File: src/rtl/psg_pkg.sv
package psg_pkg;

  localparam int TICK_W    = 16;
  localparam int LFSR_W    = 16;
  localparam int LEN_W     = 5;
  localparam int TONE_W    = 10;
  localparam int NCNT_W    = 7;
  localparam int ATTEN_W   = 4;
  localparam int VOICE_W   = 2;
  localparam int NUM_TONES = 3;
  localparam int CFG_IDX_W = 2;
  localparam int CFG_W     = 16;
  localparam int BYTE_W    = 8;

  localparam int READY_TICKS_DEF = 32;

  localparam logic [TICK_W-1:0] TICK_DIVIDE_RST = 16'd16;
  localparam logic [LFSR_W-1:0] TAP_MASK_RST    = 16'd9;
  localparam logic [LEN_W-1:0]  LFSR_LENGTH_RST = 5'd16;
  localparam logic [LFSR_W-1:0] LFSR_SEED_RST   = 16'h8000;

  typedef enum logic [CFG_IDX_W-1:0] {
    CFG_TICK_DIVIDE = 2'd0,
    CFG_TAP_MASK    = 2'd1,
    CFG_LFSR_LENGTH = 2'd2,
    CFG_LFSR_SEED   = 2'd3
  } cfg_index_t;

  typedef enum logic {
    ACT_WRITE = 1'b0,
    ACT_TICK  = 1'b1
  } action_t;

  localparam logic [VOICE_W-1:0] VOICE_NOISE = 2'd3;

  typedef enum logic [1:0] {
    NRATE_16    = 2'd0,
    NRATE_32    = 2'd1,
    NRATE_64    = 2'd2,
    NRATE_VOICE = 2'd3
  } noise_rate_t;

  localparam logic [NCNT_W-1:0] NOISE_PERIOD_16 = 7'h10;
  localparam logic [NCNT_W-1:0] NOISE_PERIOD_32 = 7'h20;
  localparam logic [NCNT_W-1:0] NOISE_PERIOD_64 = 7'h40;

endpackage

File: src/rtl/psg_tone_noise_generator.sv
// Three square-wave tone voices and one noise voice driven by a shift register. Every
// accepted item (a command byte write or one clock tick) updates all voice state and
// produces one result, registered at the output; a new item is taken in every cycle as
// long as the result register is empty or being drained in the same cycle, so the
// sustained rate is one item per clock. The update path (prescaler, tone counters, noise
// counter and shift register step) is combinational. Configuration writes take effect at
// once and do not touch the voice state; the shift register takes the new seed only on a
// noise control write.
module psg_tone_noise_generator
  import psg_pkg::*;
#(
  parameter int READY_TICKS = READY_TICKS_DEF
) (
  input  logic                 clk,
  input  logic                 rst,
  input  logic                 cfg_we,
  input  logic [CFG_IDX_W-1:0] cfg_index,
  input  logic [CFG_W-1:0]     cfg_data,
  input  logic                 in_valid,
  output logic                 in_ready,
  input  logic                 action,
  input  logic [BYTE_W-1:0]    write_byte,
  output logic                 out_valid,
  input  logic                 out_ready,
  output logic                 tone0_level,
  output logic                 tone1_level,
  output logic                 tone2_level,
  output logic                 noise_level,
  output logic [ATTEN_W-1:0]   atten0,
  output logic [ATTEN_W-1:0]   atten1,
  output logic [ATTEN_W-1:0]   atten2,
  output logic [ATTEN_W-1:0]   atten3,
  output logic                 busy_res
);

  localparam int READY_W = $clog2(READY_TICKS + 1);

  // Configuration registers.
  logic [TICK_W-1:0] tick_divide;
  logic [LFSR_W-1:0] noise_tap_mask;
  logic [LEN_W-1:0]  lfsr_length;
  logic [LFSR_W-1:0] lfsr_seed;

  // Voice state.
  logic [TONE_W-1:0]  tone_period [NUM_TONES];
  logic [TONE_W-1:0]  tone_count  [NUM_TONES];
  logic [NCNT_W-1:0]  noise_count;
  logic [ATTEN_W-1:0] voice_atten [4];
  logic [3:0]         voice_level;
  logic [NCNT_W-1:0]  noise_period;
  logic               white_mode;
  logic               noise_phase;
  logic               prev_trigger;
  logic [LFSR_W-1:0]  noise_lfsr;
  logic [VOICE_W-1:0] latched_voice;
  logic               latched_is_volume;
  logic [READY_W-1:0] ready_count;
  logic [TICK_W-1:0]  prescale_count;

  logic [TONE_W-1:0]  tone_period_next [NUM_TONES];
  logic [TONE_W-1:0]  tone_count_next  [NUM_TONES];
  logic [NCNT_W-1:0]  noise_count_next;
  logic [ATTEN_W-1:0] voice_atten_next [4];
  logic [3:0]         voice_level_next;
  logic [NCNT_W-1:0]  noise_period_next;
  logic               white_mode_next;
  logic               noise_phase_next;
  logic               prev_trigger_next;
  logic [LFSR_W-1:0]  noise_lfsr_next;
  logic [VOICE_W-1:0] latched_voice_next;
  logic               latched_is_volume_next;
  logic [READY_W-1:0] ready_count_next;
  logic [TICK_W-1:0]  prescale_count_next;

  logic              accept;
  logic [LEN_W-1:0]  len_eff;
  logic [LFSR_W-1:0] len_mask;

  assign in_ready = !out_valid || out_ready;
  assign accept   = in_valid && in_ready;

  always_comb begin
    if (lfsr_length == '0) begin
      len_eff = LEN_W'(1);
    end else if (lfsr_length > LEN_W'(LFSR_W)) begin
      len_eff = LEN_W'(LFSR_W);
    end else begin
      len_eff = lfsr_length;
    end
    len_mask = ~(LFSR_W'({LFSR_W{1'b1}}) << len_eff);
  end

  // Shift one step: feedback enters at the top of the effective length.
  function automatic logic [LFSR_W-1:0] lfsr_step(
    input logic [LFSR_W-1:0] cur,
    input logic              white,
    input logic [LFSR_W-1:0] taps,
    input logic [LEN_W-1:0]  len,
    input logic [LFSR_W-1:0] mask
  );
    logic fb;
    fb = white ? ^(cur & taps) : cur[0];
    return ((cur >> 1) | (LFSR_W'(fb) << (len - LEN_W'(1)))) & mask;
  endfunction

  function automatic logic [NCNT_W-1:0] noise_rate(input logic [1:0] code);
    logic [NCNT_W-1:0] p;
    unique case (noise_rate_t'(code))
      NRATE_16:    p = NOISE_PERIOD_16;
      NRATE_32:    p = NOISE_PERIOD_32;
      NRATE_64:    p = NOISE_PERIOD_64;
      NRATE_VOICE: p = '0;
      default:     p = '0;
    endcase
    return p;
  endfunction

  always_comb begin
    logic do_noise_ctrl;
    logic trig;

    tone_period_next       = tone_period;
    tone_count_next        = tone_count;
    noise_count_next       = noise_count;
    voice_atten_next       = voice_atten;
    voice_level_next       = voice_level;
    noise_period_next      = noise_period;
    white_mode_next        = white_mode;
    noise_phase_next       = noise_phase;
    prev_trigger_next      = prev_trigger;
    noise_lfsr_next        = noise_lfsr;
    latched_voice_next     = latched_voice;
    latched_is_volume_next = latched_is_volume;
    ready_count_next       = ready_count;
    prescale_count_next    = prescale_count;
    do_noise_ctrl          = 1'b0;
    trig                   = 1'b0;

    if (action_t'(action) == ACT_WRITE) begin
      if (!write_byte[7]) begin
        if (!latched_is_volume) begin
          if (latched_voice == VOICE_NOISE) begin
            do_noise_ctrl = 1'b1;
          end else begin
            for (int i = 0; i < NUM_TONES; i++) begin
              if (latched_voice == VOICE_W'(i)) begin
                tone_period_next[i] = {write_byte[5:0], tone_period[i][3:0]};
              end
            end
          end
        end
      end else begin
        latched_voice_next     = write_byte[6:5];
        latched_is_volume_next = write_byte[4];
        if (write_byte[4]) begin
          for (int i = 0; i < 4; i++) begin
            if (write_byte[6:5] == VOICE_W'(i)) begin
              voice_atten_next[i] = write_byte[3:0];
            end
          end
        end else if (write_byte[6:5] == VOICE_NOISE) begin
          do_noise_ctrl = 1'b1;
        end else begin
          for (int i = 0; i < NUM_TONES; i++) begin
            if (write_byte[6:5] == VOICE_W'(i)) begin
              tone_period_next[i] = {tone_period[i][TONE_W-1:4], write_byte[3:0]};
            end
          end
        end
      end
      if (do_noise_ctrl) begin
        white_mode_next   = write_byte[2];
        noise_period_next = noise_rate(write_byte[1:0]);
        noise_count_next  = noise_rate(write_byte[1:0]);
        noise_lfsr_next   = lfsr_seed & len_mask;
      end
      ready_count_next = READY_W'(READY_TICKS);
    end else begin
      if (ready_count != '0) begin
        ready_count_next = ready_count - READY_W'(1);
      end
      if (prescale_count <= TICK_W'(1)) begin
        prescale_count_next = tick_divide;
        for (int i = 0; i < NUM_TONES; i++) begin
          if (tone_period[i] <= TONE_W'(1)) begin
            voice_level_next[i] = 1'b1;
          end else if (tone_count[i] <= TONE_W'(1)) begin
            tone_count_next[i]  = tone_period[i];
            voice_level_next[i] = !voice_level[i];
          end else begin
            tone_count_next[i] = tone_count[i] - TONE_W'(1);
          end
        end
        if (noise_period == '0) begin
          // Noise clocked by rising edges of tone voice 2, after its own step.
          trig = voice_level_next[2];
          if (!prev_trigger && trig) begin
            noise_lfsr_next = lfsr_step(noise_lfsr, white_mode, noise_tap_mask,
                                        len_eff, len_mask);
            voice_level_next[3] = noise_lfsr_next[0];
          end
          prev_trigger_next = trig;
        end else if (noise_count <= NCNT_W'(1)) begin
          noise_count_next = noise_period;
          noise_phase_next = !noise_phase;
          if (!noise_phase) begin
            noise_lfsr_next = lfsr_step(noise_lfsr, white_mode, noise_tap_mask,
                                        len_eff, len_mask);
            voice_level_next[3] = noise_lfsr_next[0];
          end
        end else begin
          noise_count_next = noise_count - NCNT_W'(1);
        end
      end else begin
        prescale_count_next = prescale_count - TICK_W'(1);
      end
    end
  end

  always_ff @(posedge clk) begin
    if (rst) begin
      tick_divide    <= TICK_DIVIDE_RST;
      noise_tap_mask <= TAP_MASK_RST;
      lfsr_length    <= LFSR_LENGTH_RST;
      lfsr_seed      <= LFSR_SEED_RST;
    end else if (cfg_we) begin
      unique case (cfg_index_t'(cfg_index))
        CFG_TICK_DIVIDE: tick_divide    <= cfg_data[TICK_W-1:0];
        CFG_TAP_MASK:    noise_tap_mask <= cfg_data[LFSR_W-1:0];
        CFG_LFSR_LENGTH: lfsr_length    <= cfg_data[LEN_W-1:0];
        CFG_LFSR_SEED:   lfsr_seed      <= cfg_data[LFSR_W-1:0];
        default: ;
      endcase
    end
  end

  always_ff @(posedge clk) begin
    if (rst) begin
      for (int i = 0; i < NUM_TONES; i++) begin
        tone_period[i] <= '0;
        tone_count[i]  <= '0;
      end
      for (int i = 0; i < 4; i++) begin
        voice_atten[i] <= '0;
      end
      noise_count       <= '0;
      voice_level       <= '0;
      noise_period      <= '0;
      white_mode        <= 1'b0;
      noise_phase       <= 1'b0;
      prev_trigger      <= 1'b0;
      noise_lfsr        <= LFSR_SEED_RST;
      latched_voice     <= '0;
      latched_is_volume <= 1'b0;
      ready_count       <= '0;
      prescale_count    <= TICK_DIVIDE_RST;
    end else if (accept) begin
      tone_period       <= tone_period_next;
      tone_count        <= tone_count_next;
      voice_atten       <= voice_atten_next;
      noise_count       <= noise_count_next;
      voice_level       <= voice_level_next;
      noise_period      <= noise_period_next;
      white_mode        <= white_mode_next;
      noise_phase       <= noise_phase_next;
      prev_trigger      <= prev_trigger_next;
      noise_lfsr        <= noise_lfsr_next;
      latched_voice     <= latched_voice_next;
      latched_is_volume <= latched_is_volume_next;
      ready_count       <= ready_count_next;
      prescale_count    <= prescale_count_next;
    end
  end

  // Result register: loaded with the state as it stands after the item.
  always_ff @(posedge clk) begin
    if (rst) begin
      out_valid <= 1'b0;
    end else if (accept) begin
      out_valid <= 1'b1;
    end else if (out_ready) begin
      out_valid <= 1'b0;
    end
  end

  always_ff @(posedge clk) begin
    if (accept) begin
      tone0_level <= voice_level_next[0];
      tone1_level <= voice_level_next[1];
      tone2_level <= voice_level_next[2];
      noise_level <= voice_level_next[3];
      atten0      <= voice_atten_next[0];
      atten1      <= voice_atten_next[1];
      atten2      <= voice_atten_next[2];
      atten3      <= voice_atten_next[3];
      busy_res    <= (ready_count_next != '0);
    end
  end

endmodule

File: config.mk
export PLATFORM = sky130hd
export DESIGN_NAME = psg_tone_noise_generator
export DESIGN_NICKNAME = d
export VERILOG_FILES = /design/src/rtl/psg_pkg.sv /design/src/rtl/psg_tone_noise_generator.sv
export SDC_FILE = /design/constraint.sdc
export NUM_CORES = 1
export LEC_CHECK = 0
export BUFFER_PORTS_ARGS = -buffer_cell sky130_fd_sc_hd__buf_2
export CORE_MARGIN = 2
export CORE_UTILIZATION = 40
export CTS_BUF_LIST = sky130_fd_sc_hd__clkbuf_4 sky130_fd_sc_hd__clkbuf_8
export DETAILED_ROUTE_END_ITERATION = 16
export HOLD_SLACK_MARGIN = 0.12
export SLEW_MARGIN = 20
export SYNTH_ARGS = -nofsm -noshare
export SYNTH_HDL_FRONTEND = slang
export SYNTH_SLANG_ARGS = --single-unit
File: constraint.sdc
create_clock -name clk -period 7.9 [get_ports clk]
set_input_delay 0.79 -clock clk [delete_from_list [all_inputs] [get_ports clk]]
set_output_delay 0.79 -clock clk [all_outputs]
set_load 0.05 [all_outputs]
* Word level (Yosys, flattened, before mapping)
Cells that the tools add are included.
** Storage, ports and cells
- Memory bits (writable) :: 0
- Word-level logic and storage cells :: 190
- Flip-flop bits (word level) :: 213
- Bits in latches :: 0
- Output and inout bits :: 23
- Memories :: 0
- ROM bits :: 0
- Input bits :: 32
** Cells by class
- Shift operators :: 2
- Reduce and logical (&&, ||, !) cells :: 40
- Order comparisons :: 9
- Multiplexer cells :: 62
- Bitwise logic cells :: 15
- Multiply operators :: 0
- $add $sub $neg :: 7
- Divide/modulo/power cells :: 0
- Equal/unequal tests :: 17
** Operator list (count)
- $mux 16 :: 11
- $mux 30 :: 3
- $le 10x1->1 const B :: 6
- $mux 10 :: 6
- $and 16x16->16 :: 3
- $mux 24 :: 2
- $reduce_and 6->1 :: 7
- $mux 4 :: 9
- $mux 7 :: 5
- $sub 10x1->10 const B :: 3
- $pmux 7 s4 :: 1
- $mux 1 :: 21
- $reduce_and 4->1 :: 5
- $eq 2x2->1 const B :: 8
- $le 16x1->1 const B :: 1
- $not 16->16 :: 1
- $or 15x16->16 :: 1
- $reduce_xor 16->1 :: 1
- $shl 1x5->16 :: 1
- $shl 16x5->16 const A :: 1
- $sub 16x1->16 const B :: 1
- $mux 6 :: 2
- $reduce_bool 6->1 :: 2
- $mux 5 :: 2
- other kinds (21) :: 49

* Longest topological paths before layout
Gate-level depths: netlist of the first run.
- Depth in word-level cells :: 12
- Mapped depth :: 13
- Gate-level depth less buffers :: 10

* Worst setup path before layout of the first run
OpenSTA, ideal clock, no wires.
- Path type :: input port to flip-flop
- Start :: input out_ready
- End :: register noise_lfsr[13]
- Setup time :: 0.067 ns
- Stages :: 8
- Buffers on the path :: 1
- Path slack :: 4.607 ns
- Data required time :: 7.833 ns
- Data arrival time :: 3.226 ns
- Cells stage by stage :: nand2b_1 nand2_1 nor3_1 nor2_1 a21o_1 buf_6 or4_4 o21ai_2
** Between the ends
- Cells in the longest elaborated chain, start to end :: 3
** Ends and longest elaborated chain
- from (decl) :: RTL line psg_tone_noise_generator.sv:24 : input logic out_ready,
- $logic_or 1x1->1 :: RTL line psg_tone_noise_generator.sv:79 : assign in_ready = !out_valid || out_ready;
- $logic_and 1x1->1 :: RTL line psg_tone_noise_generator.sv:80 : assign accept = in_valid && in_ready;
- $reduce_and 6->1 (no source line)
- to (signal assigned) :: RTL line psg_tone_noise_generator.sv:267 : noise_lfsr <= noise_lfsr_next;
- to (decl) :: RTL line psg_tone_noise_generator.sv:54 : logic [LFSR_W-1:0] noise_lfsr;
No other way between the ends.
A chain may end at the register's enable or synchronous reset.

* Worst setup path after layout of the first run
- Start :: input action
- End :: register noise_lfsr[11]
** Between the ends
- Cells in the longest elaborated chain, start to end :: 2
- Elaborated cells on any way between the ends :: 7
- Those cells by class :: eq/ne: 4; mux: 1; reduce/logical: 2
** Ends and longest elaborated chain
- from (decl) :: RTL line psg_tone_noise_generator.sv:21 : input logic action,
- $ne 3x2->1 (no source line) (tied with other cells)
- $reduce_and 6->1 (no source line)
Parallel ways exist; a longest one is shown, timed or not.

==> flow_results.xml, run 1 <==
<?xml version="1.0" encoding="UTF-8"?>
<metrics>
  <group name="outcome">
    <metric name="run_status" unit="">finished, final reports clean</metric>
  </group>
  <group name="grt">
    <metric name="grt_remaining_overflow" unit="">0</metric>
    <metric name="grt_start_max_net_pins" unit="">91</metric>
    <metric name="grt_util_all_layers" unit="">0.1968</metric>
    <metric name="vias_in_the_first_global_route" unit="">8051</metric>
    <metric name="initial_antenna_violation_count" unit="">0</metric>
    <metric name="grt_pass1_wl" unit="um">42470</metric>
  </group>
  <group name="worst_setup_path">
    <metric name="timing.critical_path.to" unit="">noise_lfsr[11]$_SDFFE_PP0P_</metric>
    <metric name="critical_path_required" unit="ps">8290</metric>
    <metric name="cells_along_the_critical_path" unit="">buf_2 -&gt; buf_4 -&gt; and3_1 -&gt; and3_1 -&gt; nor2_1 -&gt; a21o_1 -&gt; and2_1 -&gt; a32oi_1 -&gt; o21ai_0</metric>
    <metric name="cpLargestDelayFamily" unit="">simple AND/OR/NAND/NOR gates</metric>
    <metric name="critical-path-max-stage-delay" unit="ps">630</metric>
    <metric name="critical_path_depth" unit="">9</metric>
    <metric name="crit_type" unit="">primary input to flip-flop</metric>
    <metric name="worst_setup_path_start_kind" unit="">primary input</metric>
    <metric name="end_kind" unit="">flip-flop</metric>
    <metric name="regToRegEndpoint" unit="">noise_level$_DFFE_PP_</metric>
    <metric name="critical_path.reg2reg.startpoint" unit="">lfsr_length[4]$_SDFFE_PP1P_</metric>
    <metric name="startpoint" unit="">action</metric>
    <metric name="critical_path.n_buffers_inverters" unit="">2</metric>
    <metric name="critical-path-slowest-cell" unit="">sky130_fd_sc_hd__and3_1</metric>
    <metric name="r2r.worst_path.cells" unit="">8</metric>
    <metric name="setup.reg_to_reg.worst_slack" unit="ps">4850</metric>
    <metric name="worst_ep_arrival_time" unit="ps">3580</metric>
    <metric name="cp_max_fo" unit="">36</metric>
    <metric name="cp_common_cell" unit="">sky130_fd_sc_hd__and3_1</metric>
  </group>
  <group name="synthesis">
    <metric name="yosys.cell_count.top_type" unit="">sky130_fd_sc_hd__nand2_1</metric>
    <metric name="asyncSetResetFlopFracSynth" unit="">0</metric>
    <metric name="yosysTopAreaCellShare" unit="">0.3761</metric>
    <metric name="post_synth.cell_area_avg" unit="sq um">7.980</metric>
    <metric name="yosysUniqueCellTypes" unit="">65</metric>
    <metric name="syn-instance-count" unit="">1254</metric>
    <metric name="synth.yosys.seq_area_share" unit="">0.4391</metric>
    <metric name="synth_top_cells_by_area" unit="">sky130_fd_sc_hd__dfxtp_1 (38%), sky130_fd_sc_hd__nand2_1 (8.5%), sky130_fd_sc_hd__nor2_1 (6.6%), sky130_fd_sc_hd__edfxtp_1 (6.3%), sky130_fd_sc_hd__a21oi_1 (6.0%)</metric>
    <metric name="synth_fp_nets" unit="">1301</metric>
    <metric name="synthesis.yosys.warnings" unit="">0</metric>
    <metric name="flops_latches_synth" unit="">209</metric>
    <metric name="post_synth_edffs" unit="">21</metric>
    <metric name="synth_top_cells_by_count" unit="">sky130_fd_sc_hd__nand2_1 (226), sky130_fd_sc_hd__dfxtp_1 (188), sky130_fd_sc_hd__nor2_1 (175)</metric>
    <metric name="synth_area" unit="sq um">10010</metric>
    <metric name="synth_area_leader_cell" unit="">sky130_fd_sc_hd__dfxtp_1</metric>
    <metric name="postSynth.topFlopCell" unit="">sky130_fd_sc_hd__dfxtp_1</metric>
  </group>
  <group name="pwr">
    <metric name="power.leakage" unit="nW">4.156</metric>
    <metric name="pwr-share-comb" unit="">0.092</metric>
    <metric name="worst_ir_drop_vdd" unit="mV">0.1405</metric>
    <metric name="power_switching_share" unit="">0.2578</metric>
    <metric name="seqPwrFrac" unit="">0.462</metric>
    <metric name="power.density" unit="nW/um^2">216.5</metric>
    <metric name="total_power" unit="mW">2.446</metric>
    <metric name="power.switching" unit="mW">0.6307</metric>
    <metric name="clockPowerShare" unit="">0.446</metric>
    <metric name="power_report.internal_total" unit="mW">1.815</metric>
  </group>
  <group name="routing">
    <metric name="drtAntennaViolNets" unit="">0</metric>
    <metric name="drtIter0Drc" unit="">787</metric>
    <metric name="dr_total_vias" unit="">8828</metric>
    <metric name="postRouteWirelength" unit="um">26020</metric>
    <metric name="route.detailed.drc" unit="">0</metric>
    <metric name="firstDrtPassIters" unit="">5</metric>
    <metric name="via_per_inst" unit="">5.403</metric>
    <metric name="detail_route.wl_per_cell" unit="um">15.93</metric>
  </group>
  <group name="clocking">
    <metric name="clock_buffer_count_from_cts" unit="">38</metric>
    <metric name="ctsRootBufferMaster" unit="">sky130_fd_sc_hd__clkbuf_8</metric>
    <metric name="max_h_tree_level" unit="">2</metric>
    <metric name="post_cts.repair.setup_buffers" unit="">0</metric>
    <metric name="clockBufferDepth" unit="">3</metric>
    <metric name="clk_latency" unit="ps">540</metric>
    <metric name="cts.reportedPaths.clkPinSlew" unit="ps">60</metric>
    <metric name="cts_repair_resize_count" unit="">0</metric>
    <metric name="cts_hold_buffers" unit="">0</metric>
    <metric name="clock_sinks" unit="">209</metric>
    <metric name="cts_tree" unit="">done</metric>
  </group>
  <group name="timing">
    <metric name="setup_viol" unit="">0</metric>
    <metric name="grt_setup_unrepaired" unit="">no</metric>
    <metric name="skew" unit="ps">38.52</metric>
    <metric name="f_max" unit="MHz">314.0</metric>
    <metric name="setup-tns-final" unit="ps">0</metric>
    <metric name="finalCriticalPeriod" unit="ps">3185</metric>
    <metric name="report.final.hold_viol_count" unit="">0</metric>
    <metric name="fin_hold_ws" unit="ps">454.3</metric>
    <metric name="slew_at_the_pin_with_the_worst_max_slew_slack" unit="ps">1048</metric>
    <metric name="drv_slew" unit="">0</metric>
    <metric name="slew_headroom" unit="">0.2963</metric>
    <metric name="finalCritPeriodShare" unit="">0.4031</metric>
  </group>
  <group name="finish">
    <metric name="n_fill_cell" unit="">2407</metric>
    <metric name="drive_gt1_frac" unit="">0.1221</metric>
    <metric name="post_route_non_filler_standard_cell_count" unit="">1634</metric>
    <metric name="final_net_count" unit="">1329</metric>
    <metric name="syn2layout_area_growth" unit="%">12.88</metric>
    <metric name="num_antenna_cells" unit="">0</metric>
  </group>
  <group name="place">
    <metric name="place.detailed.hpwl" unit="um">17430</metric>
    <metric name="numPortBuffers" unit="">54</metric>
    <metric name="global_placer_s_final_weighted_congestion" unit="">0.9021</metric>
    <metric name="dp_cells" unit="">1566</metric>
  </group>
  <group name="die">
    <metric name="num_io_pins" unit="">55</metric>
    <metric name="effective_utilization_at_floorplan" unit="">0.4091</metric>
    <metric name="fp.dieArea" unit="sq um">26300</metric>
    <metric name="row_count" unit="">57</metric>
    <metric name="placeableCoreArea" unit="sq um">24460</metric>
    <metric name="die_w" unit="um">162.2</metric>
    <metric name="die_height" unit="um">162.2</metric>
  </group>
  <group name="min_path">
    <metric name="min_path_cells" unit="">2</metric>
    <metric name="hold_path_class" unit="">flip-flop to flip-flop</metric>
  </group>
  <group name="run">
    <metric name="drv.max_cap_violation_count" unit="">0</metric>
  </group>
</metrics>
## power by group through the flow
stage / registers, mW / clock network, mW / logic, mW
6_report: 1.13 / 1.09 / 0.225
5_1_grt: 1.13 / 1.16 / 0.249
4_1_cts: 1.13 / 1.12 / 0.225
3_5_place_dp: 1.15 / 0 / 0.224
3_3_place_gp: 1.15 / 0 / 0.222
2_1_floorplan: 1.17 / 0 / 0.139
## routing by layer
layer  track usage  part of all wire  vias up
met3       0.03013             0.052       51
met1        0.2880              0.49     4108
met5             0                 0        -
met4       0.06476             0.021        0
li1              -                 -     4456
met2        0.2963              0.43      213
## sequential cells by signal (all words and copies together) (netlist names), 4 cells and up
name,flops
prescale_count,16
noise_lfsr,16
tone_count,30
noise_count,7
ready_count,6
atten0,4
atten3,4
noise_tap_mask,16
tick_divide,16
lfsr_length,5
tone_period,30
lfsr_seed,16
atten2,4
atten1,4
voice_level,4
voice_atten,16
## worst reg2reg max path: cells and delay by family, from the launching register on
kind | cells | cell delay (ps)
compound gates | 3 | 740
fa+ha+maj | 1 | 410
xor+xnor | 1 | 150
buf+inv | 1 | 380
simple gates | 2 | 630
flops | 1 | 580
## metrics by stage
| step | cell area (sq um) | setup slack [ps] | utilization |
|---|---|---|---|
| finish | 11300 | 4715 | 0.4618 |
| global route | 11300 | 4483 | 0.4618 |
| CTS | 11280 | 4800 | 0.4609 |
| detailed placement | 10450 | 4240 | 0.4273 |
| global placement | 10450 | 4289 | 0.4273 |
| floorplan | 10010 | 4607 | - |
## final cells by class
cell class | instances | area, sq um | area share
flip-flops and latches | 209 | 4394 | 0.3890
clock buffers | 62 | 759.5 | 0.06724
well taps | 324 | 405.4 | 0.03589
clock inverters | 6 | 63.81 | 0.005649
inverters | 30 | 112.6 | 0.009969
multi-input cells | 943 | 5243 | 0.4641
repair buffers | 60 | 317.8 | 0.02813
## cells in the final DEF, fill, tap and decap left out, types with 15 or more instances in the layout
| cell | n |
|---|---|
| sky130_fd_sc_hd__ha_1 | 15 |
| sky130_fd_sc_hd__nand3_1 | 29 |
| sky130_fd_sc_hd__mux2_2 | 17 |
| sky130_fd_sc_hd__o21ai_0 | 48 |
| sky130_fd_sc_hd__inv_1 | 28 |
| sky130_fd_sc_hd__nor2_1 | 175 |
| sky130_fd_sc_hd__clkbuf_8 | 47 |
| sky130_fd_sc_hd__dfxtp_1 | 188 |
| sky130_fd_sc_hd__nand2_1 | 226 |
| sky130_fd_sc_hd__mux2i_1 | 45 |
| sky130_fd_sc_hd__buf_2 | 53 |
| sky130_fd_sc_hd__clkbuf_4 | 15 |
| sky130_fd_sc_hd__a21oi_1 | 120 |
| sky130_fd_sc_hd__nor3_1 | 53 |
| sky130_fd_sc_hd__edfxtp_1 | 21 |
## logic make-up (layout without fill, tap and decap cells)
logic type | count (synthesis) | count (layout) | share of synthesized area
mux | 62 | 62 | 0.06414
simple gates | 563 | 563 | 0.2468
compound gates | 282 | 282 | 0.1733
xor+xnor | 21 | 21 | 0.01838
fa+ha+maj | 15 | 15 | 0.01875
buf+inv | 102 | 158 | 0.03951
flops | 209 | 209 | 0.4391
## worst min-delay path by stage
stage | start | to | slack (ps)
2_1_floorplan | lfsr_seed[15]$_SDFFE_PP1P_ | lfsr_seed[15]$_SDFFE_PP1P_ | 430
3_3_place_gp | voice_atten[13]$_SDFFE_PP0P_ | voice_atten[13]$_SDFFE_PP0P_ | 440
3_5_place_dp | voice_atten[12]$_SDFFE_PP0P_ | voice_atten[12]$_SDFFE_PP0P_ | 450
4_1_cts | voice_atten[12]$_SDFFE_PP0P_ | voice_atten[12]$_SDFFE_PP0P_ | 450
5_1_grt | lfsr_seed[8]$_SDFFE_PP0P_ | lfsr_seed[8]$_SDFFE_PP0P_ | 480
6_report | voice_atten[12]$_SDFFE_PP0P_ | voice_atten[12]$_SDFFE_PP0P_ | 450
Power figures use the tool's default switching activity.
==> inputs of run 2 (changes only) <==
- clock period: 7.9 -> 3.2 ns (I/O delays scaled with it)
==> flow_results.xml, run 2 (synthesis gave the netlist of run 1 again) <==
<?xml version="1.0" encoding="UTF-8"?>
<metrics>
  <group name="worst_setup_path">
    <metric name="crit_type" unit="">flip-flop to flip-flop</metric>
    <metric name="critical_path.n_buffers_inverters" unit="">1</metric>
    <metric name="regToRegEndpoint" unit="">noise_level$_DFFE_PP_</metric>
    <metric name="critical_path.reg2reg.startpoint" unit="">lfsr_length[4]$_SDFFE_PP1P_</metric>
    <metric name="cp_max_fo" unit="">11</metric>
    <metric name="critical-path-max-stage-delay" unit="ps">530</metric>
    <metric name="r2r.worst_path.cells" unit="">8</metric>
    <metric name="worst_setup_path_start_kind" unit="">flip-flop</metric>
    <metric name="end_kind" unit="">flip-flop</metric>
    <metric name="setup.reg_to_reg.worst_slack" unit="ps">420</metric>
    <metric name="worst_ep_arrival_time" unit="ps">3170</metric>
    <metric name="cpLargestDelayFamily" unit="">compound AO/OA/AOI/OAI gates</metric>
    <metric name="critical_path_required" unit="ps">3590</metric>
    <metric name="critical-path-slowest-cell" unit="">sky130_fd_sc_hd__dfxtp_1</metric>
    <metric name="cells_along_the_critical_path" unit="">clkinv_1 -&gt; o21ai_0 -&gt; ha_1 -&gt; xnor2_1 -&gt; nor2_1 -&gt; o311a_1 -&gt; and4_1 -&gt; o22a_1</metric>
  </group>
  <group name="pwr">
    <metric name="power.density" unit="nW/um^2">518.2</metric>
    <metric name="power.leakage" unit="nW">4.311</metric>
    <metric name="worst_ir_drop_vdd" unit="mV">0.4405</metric>
  </group>
  <group name="timing">
    <metric name="skew" unit="ps">21.33</metric>
    <metric name="grt_setup_unrepaired" unit="">no</metric>
    <metric name="slew_at_the_pin_with_the_worst_max_slew_slack" unit="ps">1016</metric>
    <metric name="setup-tns-final" unit="ps">0</metric>
    <metric name="fin_hold_ws" unit="ps">193.0</metric>
    <metric name="drv_slew" unit="">0</metric>
    <metric name="f_max" unit="MHz">360.3</metric>
    <metric name="finalCriticalPeriod" unit="ps">2775</metric>
    <metric name="report.final.hold_viol_count" unit="">0</metric>
    <metric name="slew_headroom" unit="">0.3194</metric>
    <metric name="setup_viol" unit="">0</metric>
    <metric name="finalCritPeriodShare" unit="">0.8673</metric>
  </group>
  <group name="run">
    <metric name="drv.max_cap_violation_count" unit="">0</metric>
  </group>
  <group name="outcome">
    <metric name="run_status" unit="">finished, final reports clean</metric>
  </group>
  <group name="place">
    <metric name="place.detailed.hpwl" unit="um">18230</metric>
    <metric name="detailed_place.area" unit="sq um">10590</metric>
    <metric name="global_placer_s_final_weighted_congestion" unit="">0.9556</metric>
    <metric name="numPortBuffers" unit="">54</metric>
  </group>
  <group name="die">
    <metric name="die_height" unit="um">162.2</metric>
    <metric name="placeableCoreArea" unit="sq um">24460</metric>
    <metric name="row_count" unit="">57</metric>
    <metric name="fp.dieArea" unit="sq um">26300</metric>
    <metric name="num_io_pins" unit="">55</metric>
    <metric name="die_w" unit="um">162.2</metric>
    <metric name="effective_utilization_at_floorplan" unit="">0.4091</metric>
  </group>
  <group name="min_path">
    <metric name="hold_path_class" unit="">primary input to flip-flop</metric>
    <metric name="min_path_cells" unit="">3</metric>
    <metric name="timing.hold.worst_endpoint" unit="">tone_period[13]$_SDFFE_PP0P_</metric>
    <metric name="hold_path.startpoint" unit="">write_byte[3]</metric>
  </group>
  <group name="clocking">
    <metric name="clk_latency" unit="ps">530</metric>
    <metric name="cts.reportedPaths.clkPinSlew" unit="ps">60</metric>
    <metric name="max_h_tree_level" unit="">2</metric>
    <metric name="clock_buffer_count_from_cts" unit="">39</metric>
    <metric name="cts_tree" unit="">done</metric>
    <metric name="clock_sinks" unit="">209</metric>
    <metric name="ctsRootBufferMaster" unit="">sky130_fd_sc_hd__clkbuf_8</metric>
    <metric name="post_cts.repair.setup_buffers" unit="">0</metric>
    <metric name="clockBufferDepth" unit="">3</metric>
    <metric name="cts_repair_resize_count" unit="">0</metric>
  </group>
  <group name="routing">
    <metric name="via_per_inst" unit="">5.387</metric>
    <metric name="dr_total_vias" unit="">9002</metric>
    <metric name="wl_met2" unit="um">11980</metric>
    <metric name="detail_route.wl_per_cell" unit="um">16.04</metric>
    <metric name="highest_layer_used_for_signal_routing" unit="">met4</metric>
    <metric name="postRouteWirelength" unit="um">26810</metric>
    <metric name="route.detailed.drc" unit="">0</metric>
    <metric name="firstDrtPassIters" unit="">4</metric>
    <metric name="wl_met1" unit="um">12860</metric>
    <metric name="drtAntennaViolNets" unit="">0</metric>
    <metric name="met3_length" unit="um">1254</metric>
    <metric name="drtIter0Drc" unit="">682</metric>
  </group>
  <group name="finish">
    <metric name="postLayoutCellArea" unit="sq um">11590</metric>
    <metric name="layout.cells.most_common_list" unit="">sky130_fd_sc_hd__nand2_1 (226), sky130_fd_sc_hd__dfxtp_1 (188), sky130_fd_sc_hd__nor2_1 (175)</metric>
    <metric name="largestRegisters" unit="">tone_count: 30 flops, tone_period: 30 flops</metric>
    <metric name="final_net_count" unit="">1368</metric>
    <metric name="syn2layout_area_growth" unit="%">15.83</metric>
    <metric name="commonest_non_fill_non_tap_cell_in_the_layout" unit="">sky130_fd_sc_hd__nand2_1</metric>
    <metric name="num_antenna_cells" unit="">0</metric>
    <metric name="drive_gt1_frac" unit="">0.1292</metric>
  </group>
  <group name="grt">
    <metric name="grt_start_max_net_pins" unit="">63</metric>
    <metric name="grt_pass1_wl" unit="um">43510</metric>
    <metric name="grt_util_all_layers" unit="">0.2015</metric>
    <metric name="grt_remaining_overflow" unit="">0</metric>
    <metric name="initial_antenna_violation_count" unit="">0</metric>
    <metric name="vias_in_the_first_global_route" unit="">8347</metric>
  </group>
</metrics>
-- run 2: power by group --
part           leakage, nW  switching (mW)  total, mW  internal, mW
Sequential            1.73          0.0577       2.79          2.73
Combinational         2.15           0.400      0.592         0.193
Clock                0.427            1.09       2.63          1.53
-- run 2: layout make-up --
cell class | count | area [sq um]
fill | 2405 | 12870
multi-input combinational | 943 | 5228
sequential | 209 | 4394
clock buffer | 60 | 732.0
timing repair buffer | 98 | 653.1
tap | 324 | 405.4
inverter | 30 | 112.6
clock inverter | 7 | 66.31
-- run 2: stage by stage --
step / total power, mW / worst slack, ps / instances / utilization
global route: 6.254 / 222.2 / 1671 / 0.4738
floorplan: 3.237 / 189.4 / 1254 / -
global placement: 3.406 / 570.7 / 1584 / 0.4328
detailed placement: 3.413 / 528.3 / 1584 / 0.4328
CTS: 6.076 / 503.0 / 1671 / 0.4736
finish: 6.006 / 424.8 / 1671 / 0.4738
-- run 2: worst max path at each step --
stage / start / end / depth (start not counted)
detailed placement: lfsr_length[4]$_SDFFE_PP1P_ / noise_level$_DFFE_PP_ / 8
global route: lfsr_length[4]$_SDFFE_PP1P_ / noise_level$_DFFE_PP_ / 8
floorplan: out_valid$_SDFFE_PP0P_ / noise_lfsr[13]$_SDFFE_PP0P_ / 8
global placement: tone_count[4]$_SDFFE_PP0P_ / noise_lfsr[8]$_SDFFE_PP0P_ / 8
finish: lfsr_length[4]$_SDFFE_PP1P_ / noise_level$_DFFE_PP_ / 8
CTS: lfsr_length[4]$_SDFFE_PP1P_ / noise_level$_DFFE_PP_ / 8
-- run 2: timing repair --
action	4_1_cts	5_1_grt
endpoints found under the setup margin	0	0
hold buffers	20	0
endpoints found under the hold margin	52	0
-- run 2: worst register-to-register path, cell delays in order, from the launching register on --
cell and delay [ps]:
sky130_fd_sc_hd__dfxtp_1 530, sky130_fd_sc_hd__clkinv_1 310, sky130_fd_sc_hd__o21ai_0 280, sky130_fd_sc_hd__ha_1 380, sky130_fd_sc_hd__xnor2_1 140, sky130_fd_sc_hd__nor2_1 380, sky130_fd_sc_hd__o311a_1 250, sky130_fd_sc_hd__and4_1 230
sky130_fd_sc_hd__o22a_1 150
-- run 2: metal layers --
metal  vias to the layer above  track usage
met5                         -            0
met4                         0      0.07200
met3                        50      0.02962
met2                       190       0.3197
met1                      4226       0.2798
li1                       4536            -
==> inputs of run 3 (changes only) <==
- CELL_PAD_IN_SITES_DETAIL_PLACEMENT: default -> 0
- CELL_PAD_IN_SITES_GLOBAL_PLACEMENT: default -> 2
- CORE_UTILIZATION: 40 -> 38
- PLACE_DENSITY_LB_ADDON: default -> 0.1
==> flow_results.xml, run 3 (synthesis gave the netlist of run 1 again) <==
<?xml version="1.0" encoding="UTF-8"?>
<metrics>
  <group name="finish">
    <metric name="postLayoutCellArea" unit="sq um">11750</metric>
    <metric name="commonest_non_fill_non_tap_cell_in_the_layout" unit="">sky130_fd_sc_hd__nand2_1</metric>
    <metric name="syn2layout_area_growth" unit="%">17.39</metric>
    <metric name="postLayoutCoreUtil" unit="">0.4521</metric>
    <metric name="drive_gt1_frac" unit="">0.1377</metric>
    <metric name="num_antenna_cells" unit="">0</metric>
    <metric name="layout.cells.most_common_list" unit="">sky130_fd_sc_hd__nand2_1 (226), sky130_fd_sc_hd__dfxtp_1 (188), sky130_fd_sc_hd__nor2_1 (175)</metric>
    <metric name="final_net_count" unit="">1381</metric>
    <metric name="largestRegisters" unit="">tone_count: 30 flops, tone_period: 30 flops</metric>
  </group>
  <group name="grt">
    <metric name="vias_in_the_first_global_route" unit="">8564</metric>
    <metric name="grt_remaining_overflow" unit="">0</metric>
    <metric name="initial_antenna_violation_count" unit="">0</metric>
    <metric name="grt_pass1_wl" unit="um">47510</metric>
    <metric name="grt_start_max_net_pins" unit="">66</metric>
    <metric name="grt_util_all_layers" unit="">0.2109</metric>
  </group>
  <group name="routing">
    <metric name="detail_route.wl_per_cell" unit="um">17.36</metric>
    <metric name="route.detailed.drc" unit="">0</metric>
    <metric name="drtIter0Drc" unit="">654</metric>
    <metric name="via_per_inst" unit="">5.326</metric>
    <metric name="postRouteWirelength" unit="um">29520</metric>
    <metric name="drtAntennaViolNets" unit="">0</metric>
    <metric name="firstDrtPassIters" unit="">5</metric>
    <metric name="dr_total_vias" unit="">9055</metric>
  </group>
  <group name="outcome">
    <metric name="run_status" unit="">finished, final reports clean</metric>
  </group>
  <group name="run">
    <metric name="drv.max_cap_violation_count" unit="">0</metric>
  </group>
  <group name="place">
    <metric name="numPortBuffers" unit="">54</metric>
    <metric name="global_placer_s_final_weighted_congestion" unit="">0.8164</metric>
    <metric name="detailed_place.area" unit="sq um">10690</metric>
    <metric name="place.detailed.hpwl" unit="um">19990</metric>
  </group>
  <group name="worst_setup_path">
    <metric name="critical-path-max-stage-delay" unit="ps">550</metric>
    <metric name="crit_type" unit="">flip-flop to flip-flop</metric>
    <metric name="worst_ep_arrival_time" unit="ps">3360</metric>
    <metric name="cp_max_fo" unit="">11</metric>
    <metric name="critical_path_required" unit="ps">3640</metric>
    <metric name="worst_setup_path_start_kind" unit="">flip-flop</metric>
    <metric name="end_kind" unit="">flip-flop</metric>
    <metric name="critical-path-slowest-cell" unit="">sky130_fd_sc_hd__or4_1</metric>
    <metric name="cells_along_the_critical_path" unit="">or4_1 -&gt; buf_4 -&gt; nor4_1 -&gt; o21ai_2 -&gt; a32oi_2 -&gt; a21o_1 -&gt; and2_2 -&gt; a2bb2oi_1 -&gt; o31ai_1</metric>
  </group>
  <group name="timing">
    <metric name="slew_at_the_pin_with_the_worst_max_slew_slack" unit="ps">764.7</metric>
    <metric name="finalCriticalPeriod" unit="ps">2924</metric>
    <metric name="skew" unit="ps">12.39</metric>
    <metric name="finalCritPeriodShare" unit="">0.9136</metric>
    <metric name="setup-tns-final" unit="ps">0</metric>
    <metric name="grt_setup_unrepaired" unit="">no</metric>
    <metric name="setup_viol" unit="">0</metric>
    <metric name="report.final.hold_viol_count" unit="">0</metric>
    <metric name="f_max" unit="MHz">342.0</metric>
    <metric name="slew_headroom" unit="">0.4855</metric>
    <metric name="drv_slew" unit="">0</metric>
  </group>
  <group name="clocking">
    <metric name="max_h_tree_level" unit="">2</metric>
    <metric name="clockBufferDepth" unit="">3</metric>
    <metric name="cts.reportedPaths.clkPinSlew" unit="ps">60</metric>
    <metric name="cts_tree" unit="">done</metric>
    <metric name="clock_buffer_count_from_cts" unit="">40</metric>
    <metric name="clk_latency" unit="ps">540</metric>
    <metric name="ctsRootBufferMaster" unit="">sky130_fd_sc_hd__clkbuf_8</metric>
    <metric name="clock_sinks" unit="">209</metric>
  </group>
  <group name="die">
    <metric name="effective_utilization_at_floorplan" unit="">0.3851</metric>
    <metric name="placeableCoreArea" unit="sq um">25980</metric>
    <metric name="num_io_pins" unit="">55</metric>
    <metric name="die_height" unit="um">166.3</metric>
    <metric name="fp.dieArea" unit="sq um">27650</metric>
    <metric name="die_w" unit="um">166.3</metric>
    <metric name="row_count" unit="">59</metric>
  </group>
  <group name="pwr">
    <metric name="power.density" unit="nW/um^2">525.3</metric>
    <metric name="worst_ir_drop_vdd" unit="mV">0.4020</metric>
    <metric name="power.leakage" unit="nW">4.394</metric>
  </group>
  <group name="min_path">
    <metric name="hold_path_class" unit="">primary input to flip-flop</metric>
  </group>
</metrics>
[run 3: cell types whose count changed in the layout (fill, tap and decap cells not counted), sizes merged]
cell         delta
buf            +11
clkinv          +5
clkbuf          +1
clkinvlp        +1
dlygate4sd3     +1
inv             -1
[run 3: worst paths after layout]
kind                              start  cells after the start                      endpoint  slack (ps)
min reg2reg   lfsr_seed[9]$_SDFFE_PP0P_                      2     lfsr_seed[9]$_SDFFE_PP0P_         450
min                       write_byte[3]                      3  tone_period[13]$_SDFFE_PP0P_         190
max          tone_count[5]$_SDFFE_PP0P_                      9    noise_lfsr[1]$_SDFFE_PP0P_         280
max reg2reg  tone_count[5]$_SDFFE_PP0P_                      9    noise_lfsr[1]$_SDFFE_PP0P_         280
[run 3: layout make-up]
class,instances,area (sq um)
Tap cell,335,419.2
Clock buffer,61,758.2
Clock inverter,12,85.08
Multi-Input combinational cell,943,5229
Sequential cell,209,4394
Inverter,30,112.6
Fill cell,2656,14240
Timing Repair Buffer,110,749.5
[run 3: where the power goes]
part,internal [mW],switching (mW),total (mW)
clock network,1.59,1.18,2.77
logic,0.200,0.414,0.614
registers,2.73,0.0548,2.78
total,4.52,1.65,6.17
[run 3: metal layers]
metal	track usage	vias up	routed length (um)
met2	0.3181	214	12750
met4	0.06334	0	616
li1	-	4555	-
met3	0.03432	49	1469
met1	0.3093	4237	14680
met5	0	-	0
[run 3: critical path, delay by kind of cell (launching register included)]
family                 cells  cell delay [ps]
buffers and inverters      1              170
DFF                        1              340
AOI/OAI and AO/OA          5             1000
and+or+nand+nor            3             1300
[run 3: timing repair]
item                                    4_1_cts  5_1_grt
hold buffers                                 21        0
gates resized for setup                       1        1
endpoints found under the setup margin        2       11
setup buffers                                 0        0
endpoints found under the hold margin        53        0
[run 3: through the flow]
stage	std cells	power, mW	hold slack (ps)	setup slack [ps]
2_1_floorplan	1254	3.237	432.6	189.4
3_3_place_gp	1606	3.435	437.7	18.70
3_5_place_dp	1606	3.432	446.7	-55.55
4_1_cts	1700	6.258	161.5	116.6
5_1_grt	1700	6.461	190.6	2.027
6_report	1700	6.171	188.4	276.4
